**src/tilt_pkg.sv**
```systemverilog
`default_nettype none
// ----------------------------------------------------------------------------
// tilt_pkg
// Shared types, constants and the arctangent table of the tilt angle pipeline.
// ----------------------------------------------------------------------------
package tilt_pkg;

  localparam int unsigned ACC_W      = 33;
  localparam int unsigned TABLE_FRAC = 24;
  localparam int unsigned TABLE_LEN  = 24;
  localparam int unsigned PRESCALE   = 14;
  localparam int unsigned ANGLE_W    = 16;

  typedef logic signed [ACC_W-1:0] acc_t;

  typedef enum logic [1:0] {
    MODE_CORDIC = 2'd0,
    MODE_RIGHT  = 2'd1,
    MODE_ZERO   = 2'd2,
    MODE_UNDEF  = 2'd3
  } mode_t;

  typedef struct packed {
    logic  valid;
    logic  neg;
    mode_t mode;
  } tag_t;

  // atan(2^-idx) in degrees, units of 2^-24
  function automatic acc_t atan_tab(input int unsigned idx);
    acc_t v;
    case (idx)
      0:  v = 33'sd754974720;
      1:  v = 33'sd445687602;
      2:  v = 33'sd235489089;
      3:  v = 33'sd119537938;
      4:  v = 33'sd60000934;
      5:  v = 33'sd30029717;
      6:  v = 33'sd15018523;
      7:  v = 33'sd7509720;
      8:  v = 33'sd3754917;
      9:  v = 33'sd1877466;
      10: v = 33'sd938734;
      11: v = 33'sd469367;
      12: v = 33'sd234684;
      13: v = 33'sd117342;
      14: v = 33'sd58671;
      15: v = 33'sd29335;
      16: v = 33'sd14668;
      17: v = 33'sd7334;
      18: v = 33'sd3667;
      19: v = 33'sd1833;
      20: v = 33'sd917;
      21: v = 33'sd458;
      22: v = 33'sd229;
      23: v = 33'sd115;
      default: v = '0;
    endcase
    return v;
  endfunction

endpackage
`default_nettype wire

```
**src/tilt_cell.sv**
```systemverilog
`default_nettype none
// ----------------------------------------------------------------------------
// tilt_cell
// One vectoring micro-rotation with a fixed shift; registers its word onward.
// ----------------------------------------------------------------------------
module tilt_cell #(
  parameter int unsigned SHIFT = 0
) (
  input  wire logic          clk,
  input  wire logic          rst_n,
  input  tilt_pkg::tag_t     tag_i,
  input  tilt_pkg::acc_t     x_i,
  input  tilt_pkg::acc_t     y_i,
  input  tilt_pkg::acc_t     z_i,
  output tilt_pkg::tag_t     tag_o,
  output tilt_pkg::acc_t     x_o,
  output tilt_pkg::acc_t     y_o,
  output tilt_pkg::acc_t     z_o
);

  localparam tilt_pkg::acc_t ANG = tilt_pkg::atan_tab(SHIFT);

  tilt_pkg::tag_t tag_r;
  tilt_pkg::acc_t x_r, y_r, z_r;
  tilt_pkg::acc_t x_nxt, y_nxt, z_nxt;
  tilt_pkg::acc_t xs, ys;

  always_comb begin
    xs = x_i >>> SHIFT;
    ys = y_i >>> SHIFT;
    if (!y_i[tilt_pkg::ACC_W-1]) begin
      x_nxt = x_i + ys;
      y_nxt = y_i - xs;
      z_nxt = z_i + ANG;
    end else begin
      x_nxt = x_i - ys;
      y_nxt = y_i + xs;
      z_nxt = z_i - ANG;
    end
  end

  always_ff @(posedge clk) begin
    if (!rst_n) begin
      tag_r <= '0;
    end else begin
      tag_r <= tag_i;
    end
  end

  always_ff @(posedge clk) begin
    x_r <= x_nxt;
    y_r <= y_nxt;
    z_r <= z_nxt;
  end

  assign tag_o = tag_r;
  assign x_o   = x_r;
  assign y_o   = y_r;
  assign z_o   = z_r;

endmodule
`default_nettype wire

```
**src/tilt_out.sv**
```systemverilog
`default_nettype none
// ----------------------------------------------------------------------------
// tilt_out
// Rounds and clamps the accumulated angle, applies special cases and sign.
// ----------------------------------------------------------------------------
module tilt_out #(
  parameter int unsigned ANGLE_FRAC_BITS = 8
) (
  input  wire logic                               clk,
  input  wire logic                               rst_n,
  input  tilt_pkg::tag_t                          tag_i,
  input  tilt_pkg::acc_t                          z_i,
  output logic                                    valid_o,
  output logic signed [tilt_pkg::ANGLE_W-1:0]     angle_o,
  output logic                                    undef_o
);

  localparam int unsigned SH = tilt_pkg::TABLE_FRAC - ANGLE_FRAC_BITS;
  localparam tilt_pkg::acc_t HALF = tilt_pkg::acc_t'(1) <<< (SH - 1);
  localparam tilt_pkg::acc_t FULL = tilt_pkg::acc_t'(90) <<< ANGLE_FRAC_BITS;

  logic                                valid_r;
  logic signed [tilt_pkg::ANGLE_W-1:0] angle_r, angle_nxt;
  logic                                undef_r, undef_nxt;
  tilt_pkg::acc_t                      zr, mag, sgn;

  always_comb begin
    zr = (z_i + HALF) >>> SH;
    if (zr[tilt_pkg::ACC_W-1]) begin
      mag = '0;
    end else if (zr > FULL) begin
      mag = FULL;
    end else begin
      mag = zr;
    end
    undef_nxt = 1'b0;
    case (tag_i.mode)
      tilt_pkg::MODE_CORDIC: begin
        sgn = mag;
      end
      tilt_pkg::MODE_RIGHT: begin
        sgn = FULL;
      end
      tilt_pkg::MODE_UNDEF: begin
        sgn       = '0;
        undef_nxt = 1'b1;
      end
      default: begin
        sgn = '0;
      end
    endcase
    if (tag_i.neg) begin
      sgn = -sgn;
    end
    angle_nxt = sgn[tilt_pkg::ANGLE_W-1:0];
  end

  always_ff @(posedge clk) begin
    if (!rst_n) begin
      valid_r <= 1'b0;
    end else begin
      valid_r <= tag_i.valid;
    end
  end

  always_ff @(posedge clk) begin
    angle_r <= angle_nxt;
    undef_r <= undef_nxt;
  end

  assign valid_o = valid_r;
  assign angle_o = angle_r;
  assign undef_o = undef_r;

endmodule
`default_nettype wire

```
**src/accel_tilt_angle_atan.sv**
```systemverilog
`default_nettype none
// ----------------------------------------------------------------------------
// accel_tilt_angle_atan
// Tilt angle atan(Y/Z) in degrees from two accelerometer axes, CORDIC pipeline.
// ----------------------------------------------------------------------------
// Usage:
//   Input: drive in_accel_y / in_accel_z and raise start; the word is taken
//   at every rising edge with start high. busy is always low, so one pair
//   can enter every cycle.
//   Output: out_valid strobes for one cycle with out_angle_deg (signed,
//   2^-ANGLE_FRAC_BITS degree) and out_undefined_angle (both inputs zero).
//   Pipeline: one input stage, one cell per micro-rotation, one rounding
//   stage. Throughput: one word per cycle, set by the row of rotation
//   cells, each a single register stage.
//   Reset (rst_n low, synchronous) drops every word in flight; no results
//   appear until new words enter. The receiver cannot stall: each result is
//   shown once and must be taken in that cycle.
// ----------------------------------------------------------------------------
module accel_tilt_angle_atan #(
  parameter int unsigned ITERATIONS      = 16,
  parameter int unsigned ANGLE_FRAC_BITS = 8
) (
  input  wire logic                clk,
  input  wire logic                rst_n,
  input  wire logic                start,
  output logic                     busy,
  input  wire logic signed [15:0]  in_accel_y,
  input  wire logic signed [15:0]  in_accel_z,
  output logic                     out_valid,
  output logic signed [15:0]       out_angle_deg,
  output logic                     out_undefined_angle
);

  localparam int unsigned NCELLS =
    (ITERATIONS < tilt_pkg::TABLE_LEN) ? ITERATIONS : tilt_pkg::TABLE_LEN;
  localparam int unsigned LAT = NCELLS + 2;

  tilt_pkg::tag_t tag_c [NCELLS+1];
  tilt_pkg::acc_t x_c   [NCELLS+1];
  tilt_pkg::acc_t y_c   [NCELLS+1];
  tilt_pkg::acc_t z_c   [NCELLS+1];

  tilt_pkg::tag_t       tag0_r, tag0_nxt;
  tilt_pkg::acc_t       x0_r, x0_nxt, y0_r, y0_nxt;
  logic signed [16:0]   ay, az;

  assign busy = 1'b0;

  always_comb begin
    ay = in_accel_y[15] ? -{in_accel_y[15], in_accel_y} : {in_accel_y[15], in_accel_y};
    az = in_accel_z[15] ? -{in_accel_z[15], in_accel_z} : {in_accel_z[15], in_accel_z};
    x0_nxt = tilt_pkg::acc_t'(az) <<< tilt_pkg::PRESCALE;
    y0_nxt = tilt_pkg::acc_t'(ay) <<< tilt_pkg::PRESCALE;
    tag0_nxt.valid = start;
    tag0_nxt.neg   = in_accel_y[15] ^ in_accel_z[15];
    if (in_accel_y == '0 && in_accel_z == '0) begin
      tag0_nxt.mode = tilt_pkg::MODE_UNDEF;
    end else if (in_accel_z == '0) begin
      tag0_nxt.mode = tilt_pkg::MODE_RIGHT;
    end else if (in_accel_y == '0) begin
      tag0_nxt.mode = tilt_pkg::MODE_ZERO;
    end else begin
      tag0_nxt.mode = tilt_pkg::MODE_CORDIC;
    end
  end

  always_ff @(posedge clk) begin
    if (!rst_n) begin
      tag0_r <= '0;
    end else begin
      tag0_r <= tag0_nxt;
    end
  end

  always_ff @(posedge clk) begin
    x0_r <= x0_nxt;
    y0_r <= y0_nxt;
  end

  assign tag_c[0] = tag0_r;
  assign x_c[0]   = x0_r;
  assign y_c[0]   = y0_r;
  assign z_c[0]   = '0;

  for (genvar i = 0; i < NCELLS; i++) begin : g_cell
    tilt_cell #(
      .SHIFT (i)
    ) u_cell (
      .clk   (clk),
      .rst_n (rst_n),
      .tag_i (tag_c[i]),
      .x_i   (x_c[i]),
      .y_i   (y_c[i]),
      .z_i   (z_c[i]),
      .tag_o (tag_c[i+1]),
      .x_o   (x_c[i+1]),
      .y_o   (y_c[i+1]),
      .z_o   (z_c[i+1])
    );
  end

  tilt_out #(
    .ANGLE_FRAC_BITS (ANGLE_FRAC_BITS)
  ) u_out (
    .clk     (clk),
    .rst_n   (rst_n),
    .tag_i   (tag_c[NCELLS]),
    .z_i     (z_c[NCELLS]),
    .valid_o (out_valid),
    .angle_o (out_angle_deg),
    .undef_o (out_undefined_angle)
  );

  a_strobe_follows_start : assert property (@(posedge clk) disable iff (!rst_n)
    out_valid |-> $past(start, LAT))
    else $error("result strobe without an accepted word");

  a_undef_zero_angle : assert property (@(posedge clk) disable iff (!rst_n)
    (out_valid && out_undefined_angle) |-> (out_angle_deg == '0))
    else $error("undefined angle with nonzero value");

  a_undef_from_zero_in : assert property (@(posedge clk) disable iff (!rst_n)
    (out_valid && out_undefined_angle) |->
      ($past(in_accel_y, LAT) == '0 && $past(in_accel_z, LAT) == '0))
    else $error("undefined flag for nonzero inputs");

endmodule
`default_nettype wire
```
**config.mk**
```make
export PLATFORM = sky130hd
export DESIGN_NAME = accel_tilt_angle_atan
export DESIGN_NICKNAME = d
export VERILOG_FILES = /design/src/tilt_pkg.sv /design/src/tilt_cell.sv /design/src/tilt_out.sv /design/src/accel_tilt_angle_atan.sv
export SDC_FILE = /design/constraint.sdc
export NUM_CORES = 2
export LEC_CHECK = 0
export ABC_CLOCK_PERIOD_IN_PS = 3900
export BUFFER_PORTS_ARGS = -buffer_cell sky130_fd_sc_hd__buf_4
export CAP_MARGIN = 20
export CORE_ASPECT_RATIO = 1.4
export CORE_MARGIN = 5
export CORE_UTILIZATION = 30
export DETAILED_ROUTE_END_ITERATION = 8
export GPL_TIMING_DRIVEN = 0
export PLACE_DENSITY = 0.44
export SYNTH_ARGS = -nofsm -noshare
export SYNTH_HDL_FRONTEND = slang
export SYNTH_SLANG_ARGS = --single-unit
```
**constraint.sdc**
```tcl
create_clock -name clk -period 3.9 [get_ports clk]
set_input_delay 0 -clock clk [delete_from_list [all_inputs] [get_ports clk]]
set_output_delay 0 -clock clk [all_outputs]
set_load 0.02 [all_outputs]
```
After elaboration in Yosys (flattened, before gate mapping)
Index checks and enable logic that the tools add are counted.
{ "totals": {"ff_bits": 1605, "input_bits": 35, "output_inout_bits": 19, "word_cells": 257} }
{ "classes": {"add_sub_neg": 91, "order_cmp": 1, "eq_ne": 2, "mux": 55, "bitwise": 1, "reduce_logical": 4} }
{ "ops": {"columns": ["operator", "n"], "rows": [
  ["33-bit two-way mux", 45],
  ["33-bit by 17-bit adder with 33-bit output, second input constant", 2],
  ["33-bit by 20-bit adder with 33-bit output", 2],
  ["33-bit by 21-bit adder with 33-bit output", 2],
  ["33-bit by 22-bit adder with 33-bit output", 2],
  ["33-bit by 23-bit adder with 33-bit output", 2],
  ["33-bit by 24-bit adder with 33-bit output", 2],
  ["33-bit by 25-bit adder with 33-bit output", 2],
  ["33-bit by 26-bit adder with 33-bit output", 2],
  ["33-bit by 27-bit adder with 33-bit output", 2],
  ["33-bit by 28-bit adder with 33-bit output", 2],
  ["33-bit by 29-bit adder with 33-bit output", 2],
  ["33-bit by 30-bit adder with 33-bit output", 2],
  ["33-bit by 31-bit adder with 33-bit output", 2],
  ["33-bit by 32-bit adder with 33-bit output", 2],
  ["33-bit by 20-bit subtractor with 33-bit output", 2],
  ["33-bit by 21-bit subtractor with 33-bit output", 2],
  ["33-bit by 22-bit subtractor with 33-bit output", 2],
  ["33-bit by 23-bit subtractor with 33-bit output", 2],
  ["33-bit by 24-bit subtractor with 33-bit output", 2],
  ["33-bit by 25-bit subtractor with 33-bit output", 2],
  ["33-bit by 26-bit subtractor with 33-bit output", 2],
  ["33-bit by 27-bit subtractor with 33-bit output", 2],
  ["33-bit by 28-bit subtractor with 33-bit output", 2],
  ["other kinds (51)", 63]
]} }

Depth between registers and ports, before layout
{ "depth": {"depth_word": 7, "depth_mapped": 21, "depth_no_buf": 21} }

By module
Synthesis repeated with hierarchy kept, for this count alone.
{ "unflattened": {"cells_unflattened": 16193, "hier_area_um2": 133406.7} }
{ "by_module_without_submodules": {"columns": ["module", "instances", "cells_per_inst", "area_per_inst_um2", "seq_area_each_um2"], "rows": [
  ["tilt_cell at g_cell[2].u_cell", 1, 1110, 8847.2, 2062.0],
  ["tilt_cell at g_cell[1].u_cell", 1, 1042, 8434.3, 2062.0],
  ["tilt_cell at g_cell[3].u_cell", 1, 1037, 8395.6, 2062.0],
  ["tilt_cell at g_cell[6].u_cell", 1, 1010, 8344.3, 2062.0],
  ["tilt_cell at g_cell[5].u_cell", 1, 966, 8139.1, 2062.0],
  ["tilt_cell at g_cell[11].u_cell", 1, 980, 8137.8, 2062.0],
  ["tilt_cell at g_cell[4].u_cell", 1, 983, 8095.3, 2062.0],
  ["tilt_cell at g_cell[12].u_cell", 1, 977, 8057.7, 2062.0],
  ["tilt_cell at g_cell[9].u_cell", 1, 960, 8045.2, 2062.0],
  ["tilt_cell at g_cell[8].u_cell", 1, 973, 8034.0, 2062.0],
  ["tilt_cell at g_cell[0].u_cell", 1, 986, 8031.5, 2042.0],
  ["tilt_cell at g_cell[14].u_cell", 1, 977, 8026.4, 2062.0],
  ["tilt_cell at g_cell[7].u_cell", 1, 962, 8008.9, 2062.0],
  ["tilt_cell at g_cell[13].u_cell", 1, 954, 7947.6, 2062.0],
  ["4 more rows", null, null, null, null]
]} }

Worst setup path before layout
OpenSTA, ideal clock, no wires.
{ "synth_path": {"kind": "register -> register", "from": "register g_cell[11].u_cell.y_r[32]", "to": "register g_cell[12].u_cell.z_r[32]", "setup_time_ps": 72, "t_arrival_ps": 4251, "required_ps": 3828, "setup_slack_ps": -423, "path_stages_with_launch": 16, "path_buffers": 2, "synth_period_minus_slack_ps": 4323, "path_cell_list": "dfxtp_1 > clkbuf_1 > clkbuf_1 > inv_1 > fa_1 > a21o_1 > a21oi_1 > o21ai_0 > a221o_1 > a22oi_1 > nand2_1 > a41o_1 > o41a_1 > a211o_1 > a21oi_1 > xnor2_1"} }
{ "synth_between": {"elab_chain_len": 1} }
{ "synth_rtl": {"columns": ["element", "line_no", "text"], "rows": [
  ["start, declared", "tilt_cell.sv:24", "tilt_pkg::acc_t x_r, y_r, z_r;"],
  ["start signal, assigned", "tilt_cell.sv:52", "y_r <= y_nxt;"],
  ["33-bit two-way mux", "tilt_cell.sv:31", "if (!y_i[tilt_pkg::ACC_W-1]) begin"],
  ["net g_cell[12].u_cell.z_nxt[32]", "tilt_cell.sv:25", "tilt_pkg::acc_t x_nxt, y_nxt, z_nxt;"],
  ["end signal, assigned", "tilt_cell.sv:53", "z_r <= z_nxt;"],
  ["end, declared", "tilt_cell.sv:24", null]
]} }
The timed path passes the listed nets, and every way through them passes these cells.
A chain may end at the register's enable or synchronous reset.

Worst setup path in the final report
{ "layout_path": {"from": "register g_cell[9].u_cell.y_r[11]", "to": "register g_cell[10].u_cell.x_r[30]"} }
{ "layout_between": {"elab_chain_len": 2, "elab_cells_between_ends": 3, "classes_between": "2 x add/sub; 1 x mux"} }
{ "layout_rtl": {"columns": ["element", "line_no", "text"], "rows": [
  ["start, declared", "tilt_cell.sv:24", null],
  ["start signal, assigned", "tilt_cell.sv:52", null],
  ["33-bit by 23-bit adder with 33-bit output or 33-bit by 23-bit subtractor with 33-bit output (tied branches)", "tilt_cell.sv:32, tilt_cell.sv:36", null],
  ["33-bit two-way mux *", "tilt_cell.sv:31", null],
  ["net g_cell[10].u_cell.x_nxt[30]", "tilt_cell.sv:25", null],
  ["end signal, assigned", "tilt_cell.sv:51", "x_r <= x_nxt;"],
  ["end, declared", "tilt_cell.sv:24", null]
]} }
The timed path passes the listed nets; every way through them passes the cells marked *.

==> metrics.md <==
| Metric | Value |
|---|---|
| Status | `finished, violations left` |
| Failing checks | `negative setup slack` |
| Clock-pin slew on the worst setup and hold paths | `0.06 ns` |
| Synth Flop Type | `dfxtp_1` |
| First-pass GRT wire length | `481 mm` |
| Crit-path cells | `or4_4 -> nor2_4 -> nand2_2 -> nor2_4 -> and2_4 -> buf_6 -> nand2_4 -> nor2_4 -> nor2_2 -> xnor2_2 -> ha_4 -> nand4_1 -> nor2_2 -> and3_4 -> and2_1 -> a211o_1 -> a211o_1 -> a2111oi_4 -> o31ai_2 -> a31oi_1 -> xnor2_1` |
| Nets@finish | `13718` |
| Total GRT Usage | `18.0%` |
| Seq/Total Area, Yosys | `28.2%` |
| Crit path time final | `4.44 ns` |
| Total of max-cap violations | `0` |
| DR iter-0 viols | `3282` |
| WS Path Type | `reg2reg` |
| Final period util | `114%` |
| DR WL/cell | `19.1 um` |
| RSZ-0062 raised after global routing | `yes` |
| Vias in the first global route | `86129` |
| Maximum clock frequency | `225 MHz` |
| RR Startpoint | `g_cell[9].u_cell.y_o[11]` |
| Worst Reg2Reg Path Length in Cells | `21` |
| Flop-to-flop setup slack | `-0.54 ns` |
| Residual DRC | `0` |
| Critical-path top delay cell | `or4_4` |
| Max transition margin | `19.0%` |
| Worst hold start | `in_accel_y[12]` |
| Syn Area/Cell | `8.49 um^2` |
| Pin count of the biggest net entering global routing | `27` |
| First-pass DRT Iterations | `7` |
| Crit-path max FO | `6` |
| Most numerous cell on the critical path | `nor2_4` |
| Post-Syn Instances | `11458` |
| Routed wire length | `321 mm` |
| DP HPWL | `252 mm` |
| Post-Syn Area | `0.0973 mm^2` |
| I/O Buffers | `49` |
| Worst Path Required | `4.69 ns` |
| H-tree levels | `4` |
| CTS buffer count | `169` |
| Remaining antenna violation count after routing | `0` |
| Ys async rst share | `0%` |
| Post-synth cell types | `105` |
| Number of synthesized register bits | `1369` |
| Clock tree root driver cell | `clkbuf_16` |
| Clk Latency, worst-skew pair | `0.89 ns` |
| Total Die Area | `0.336 mm^2` |
| Fill count | `32519` |
| Reg-to-Reg End | `g_cell[10].u_cell.x_o[30]` |
| Crit path DAT | `5.23 ns` |
| Post-synth EDFFs | `0` |
| Hold Crit Depth | `4` |
| Fin. Hold Viols | `0` |
| Die height | `684 um` |
| Setup TNS | `-8.22 ns` |
| Worst clock skew | `0.0835 ns` |
| Io pins | `54` |
| Clock Path Buffers | `4` |
| Worst setup margin | `-0.538 ns` |
| Top Family by Delay on Critical Path | `simple AND/OR/NAND/NOR gates` |
| Slew Limit Fails | `0` |
| Number of vias per cell | `5.04` |
| Endpoint, Worst Hold | `tag0_r[1]` |
| WP buf/inv | `1` |
| Slew @ Worst Pin | `1.21 ns` |
| Final GP Congestion | `0.899` |
| Area grow syn2layout | `26.7%` |
| Initial antenna violation count | `13` |
| Crit end category | `register` |
| Initial core utilization | `30.1%` |
| Die span in x | `491 um` |
| Yosys warns | `0` |
| CTS Sinks | `1369` |
| CP Launch Type | `register` |
| CP max stage delay | `0.57 ns` |
| Hold WC Path Type | `in2reg` |
| CTS tree | `built` |
| Share of cells above drive strength 1 | `19.1%` |
| Core ar. | `0.323 mm^2` |
| Final setup fails | `55` |
| Row cnt | `247` |
| DR vias | `84611` |
| Grt total ovfl | `0` |
==> kinds of logic after synthesis <==
family          after synthesis  synth area share [%]
other cells                   1               0.00385
fa+ha+maj                  1297                  16.9
simple gates               3227                  16.0
mux                          56                 0.612
flops                      1369                  28.2
xor+xnor                   1639                  14.7
buf+inv                     666                  2.60
compound gates             3203                  20.9
==> cell usage after synthesis, types with 55 or more instances <==
master | instances | area share (%)
dfxtp_1 | 1369 | 28
ha_1 | 1262 | 16
a21oi_1 | 1150 | 5.9
nor2_1 | 1149 | 4.4
xnor2_1 | 1101 | 9.9
nand2_1 | 570 | 2.2
xor2_1 | 538 | 4.8
inv_1 | 514 | 2.0
o21ai_0 | 500 | 2.6
a21o_1 | 491 | 3.8
nor3_1 | 300 | 1.5
o21a_1 | 194 | 1.5
nand3_1 | 189 | 0.97
o21bai_1 | 171 | 1.3
nand2b_1 | 154 | 0.99
nor2b_1 | 154 | 0.99
and2_1 | 138 | 0.89
and3_1 | 116 | 0.75
clkbuf_1 | 110 | 0.42
nor4_1 | 107 | 0.69
or3_1 | 107 | 0.69
a31oi_1 | 105 | 0.67
a211oi_1 | 89 | 0.69
o31ai_1 | 62 | 0.48
nand4_1 | 55 | 0.35
==> repair_timing <==
action,in CTS,in global routing
cloned,0,1
buffers inserted,403,239
gates resized for setup,1283,729
pin swaps,537,689
hold buffers,92,0
endpoints found under the setup margin,762,242
endpoints found under the hold margin,98,0
==> cell usage in the layout (no fill, tap or decap), types with 79 or more instances in the layout <==
cell,n
a21oi_1,953
nand3_1,175
o21bai_1,168
clkbuf_1,83
and2_1,120
ha_1,1156
buf_6,79
inv_1,475
dfxtp_1,1237
and3_1,94
xor2_1,518
nand2b_1,151
o21ai_0,366
nor2b_1,146
dlygate4sd3_1,92
nor2_1,1075
clkbuf_16,174
nand2_1,517
o21a_1,192
a21o_1,491
xnor2_2,79
a31oi_1,79
a21oi_2,167
buf_4,606
xnor2_1,1003
or3_1,97
nor3_1,239
==> worst reg2reg max path: cells and delay by family (launching register included) <==
kind	cells	cell delay, ns
xor gates and xnor gates	2	0.41
AOI/OAI and AO/OA	5	1.38
adders and majority gates	1	0.27
DFF	1	0.35
and+or+nand+nor	12	1.84
buffers and inverters	1	0.11
==> routing by layer <==
| layer | vias up | wire, um | GRT usage (%) |
|---|---|---|---|
| met3 | 961 | 7950 | 1.89 |
| met5 | - | 0 | 0 |
| met4 | 0 | 29300 | 13.8 |
| li1 | 42705 | - | - |
| met2 | 1415 | 176000 | 36.4 |
| met1 | 39530 | 108000 | 16.1 |
==> final cells by class <==
type | instances | area (um^2) | share of cell area, %
Sequential cell | 1369 | 27800 | 22.5
Buffer | 136 | 941 | 0.763
Antenna cell | 29 | 72.6 | 0.0588
Multi-Input combinational cell | 9425 | 75200 | 61.0
Timing Repair Buffer | 766 | 6340 | 5.14
Tap cell | 4233 | 5300 | 4.29
Clock inverter | 61 | 758 | 0.615
Inverter | 519 | 2040 | 1.66
Clock buffer | 235 | 4880 | 3.96
==> state kept, by name, summed over array words and instances (netlist names), 4 cells and up <==
| signal | count |
|---|---|
| g_cell.u_cell.z_o | 445 |
| g_cell.u_cell.y_o | 407 |
| g_cell.u_cell.x_o | 397 |
| g_cell.u_cell.tag_o | 64 |
| x0_r | 17 |
| y0_r | 17 |
| u_out.angle_o | 16 |
| tag0_r | 4 |
==> metrics by stage <==
step	utilization [%]	instance area (um^2)	cells	hold WS (ns)	setup WS, ns
2_1_floorplan	-	97600	11460	0.0277	-0.151
3_3_place_gp	31.9	103000	15742	0.144	-2.72
3_5_place_dp	31.9	103000	15746	0.144	-2.19
4_1_cts	36.6	118000	16524	0.00431	-0.742
5_1_grt	38.2	123000	16771	0.0364	-0.712
6_report	38.2	123000	16773	0.0744	-0.538
==> worst max-delay path by stage <==
stage | from | end | slack, ns | depth (start not counted)
6_report | g_cell[9].u_cell.y_o[11] | g_cell[10].u_cell.x_o[30] | -0.54 | 21
4_1_cts | g_cell[9].u_cell.y_o[16] | g_cell[10].u_cell.x_o[30] | -0.74 | 19
3_3_place_gp | g_cell[7].u_cell.y_o[32] | g_cell[8].u_cell.x_o[30] | -2.72 | 15
3_5_place_dp | g_cell[7].u_cell.y_o[32] | g_cell[8].u_cell.y_o[28] | -2.19 | 14
5_1_grt | g_cell[9].u_cell.y_o[11] | g_cell[10].u_cell.x_o[30] | -0.71 | 21
2_1_floorplan | g_cell[9].u_cell.y_o[10] | g_cell[10].u_cell.x_o[30] | -0.15 | 19
Power is left out: the tool's default activity adds up to more than one toggle a clock period on the data nets, which glitch-free logic cannot reach.
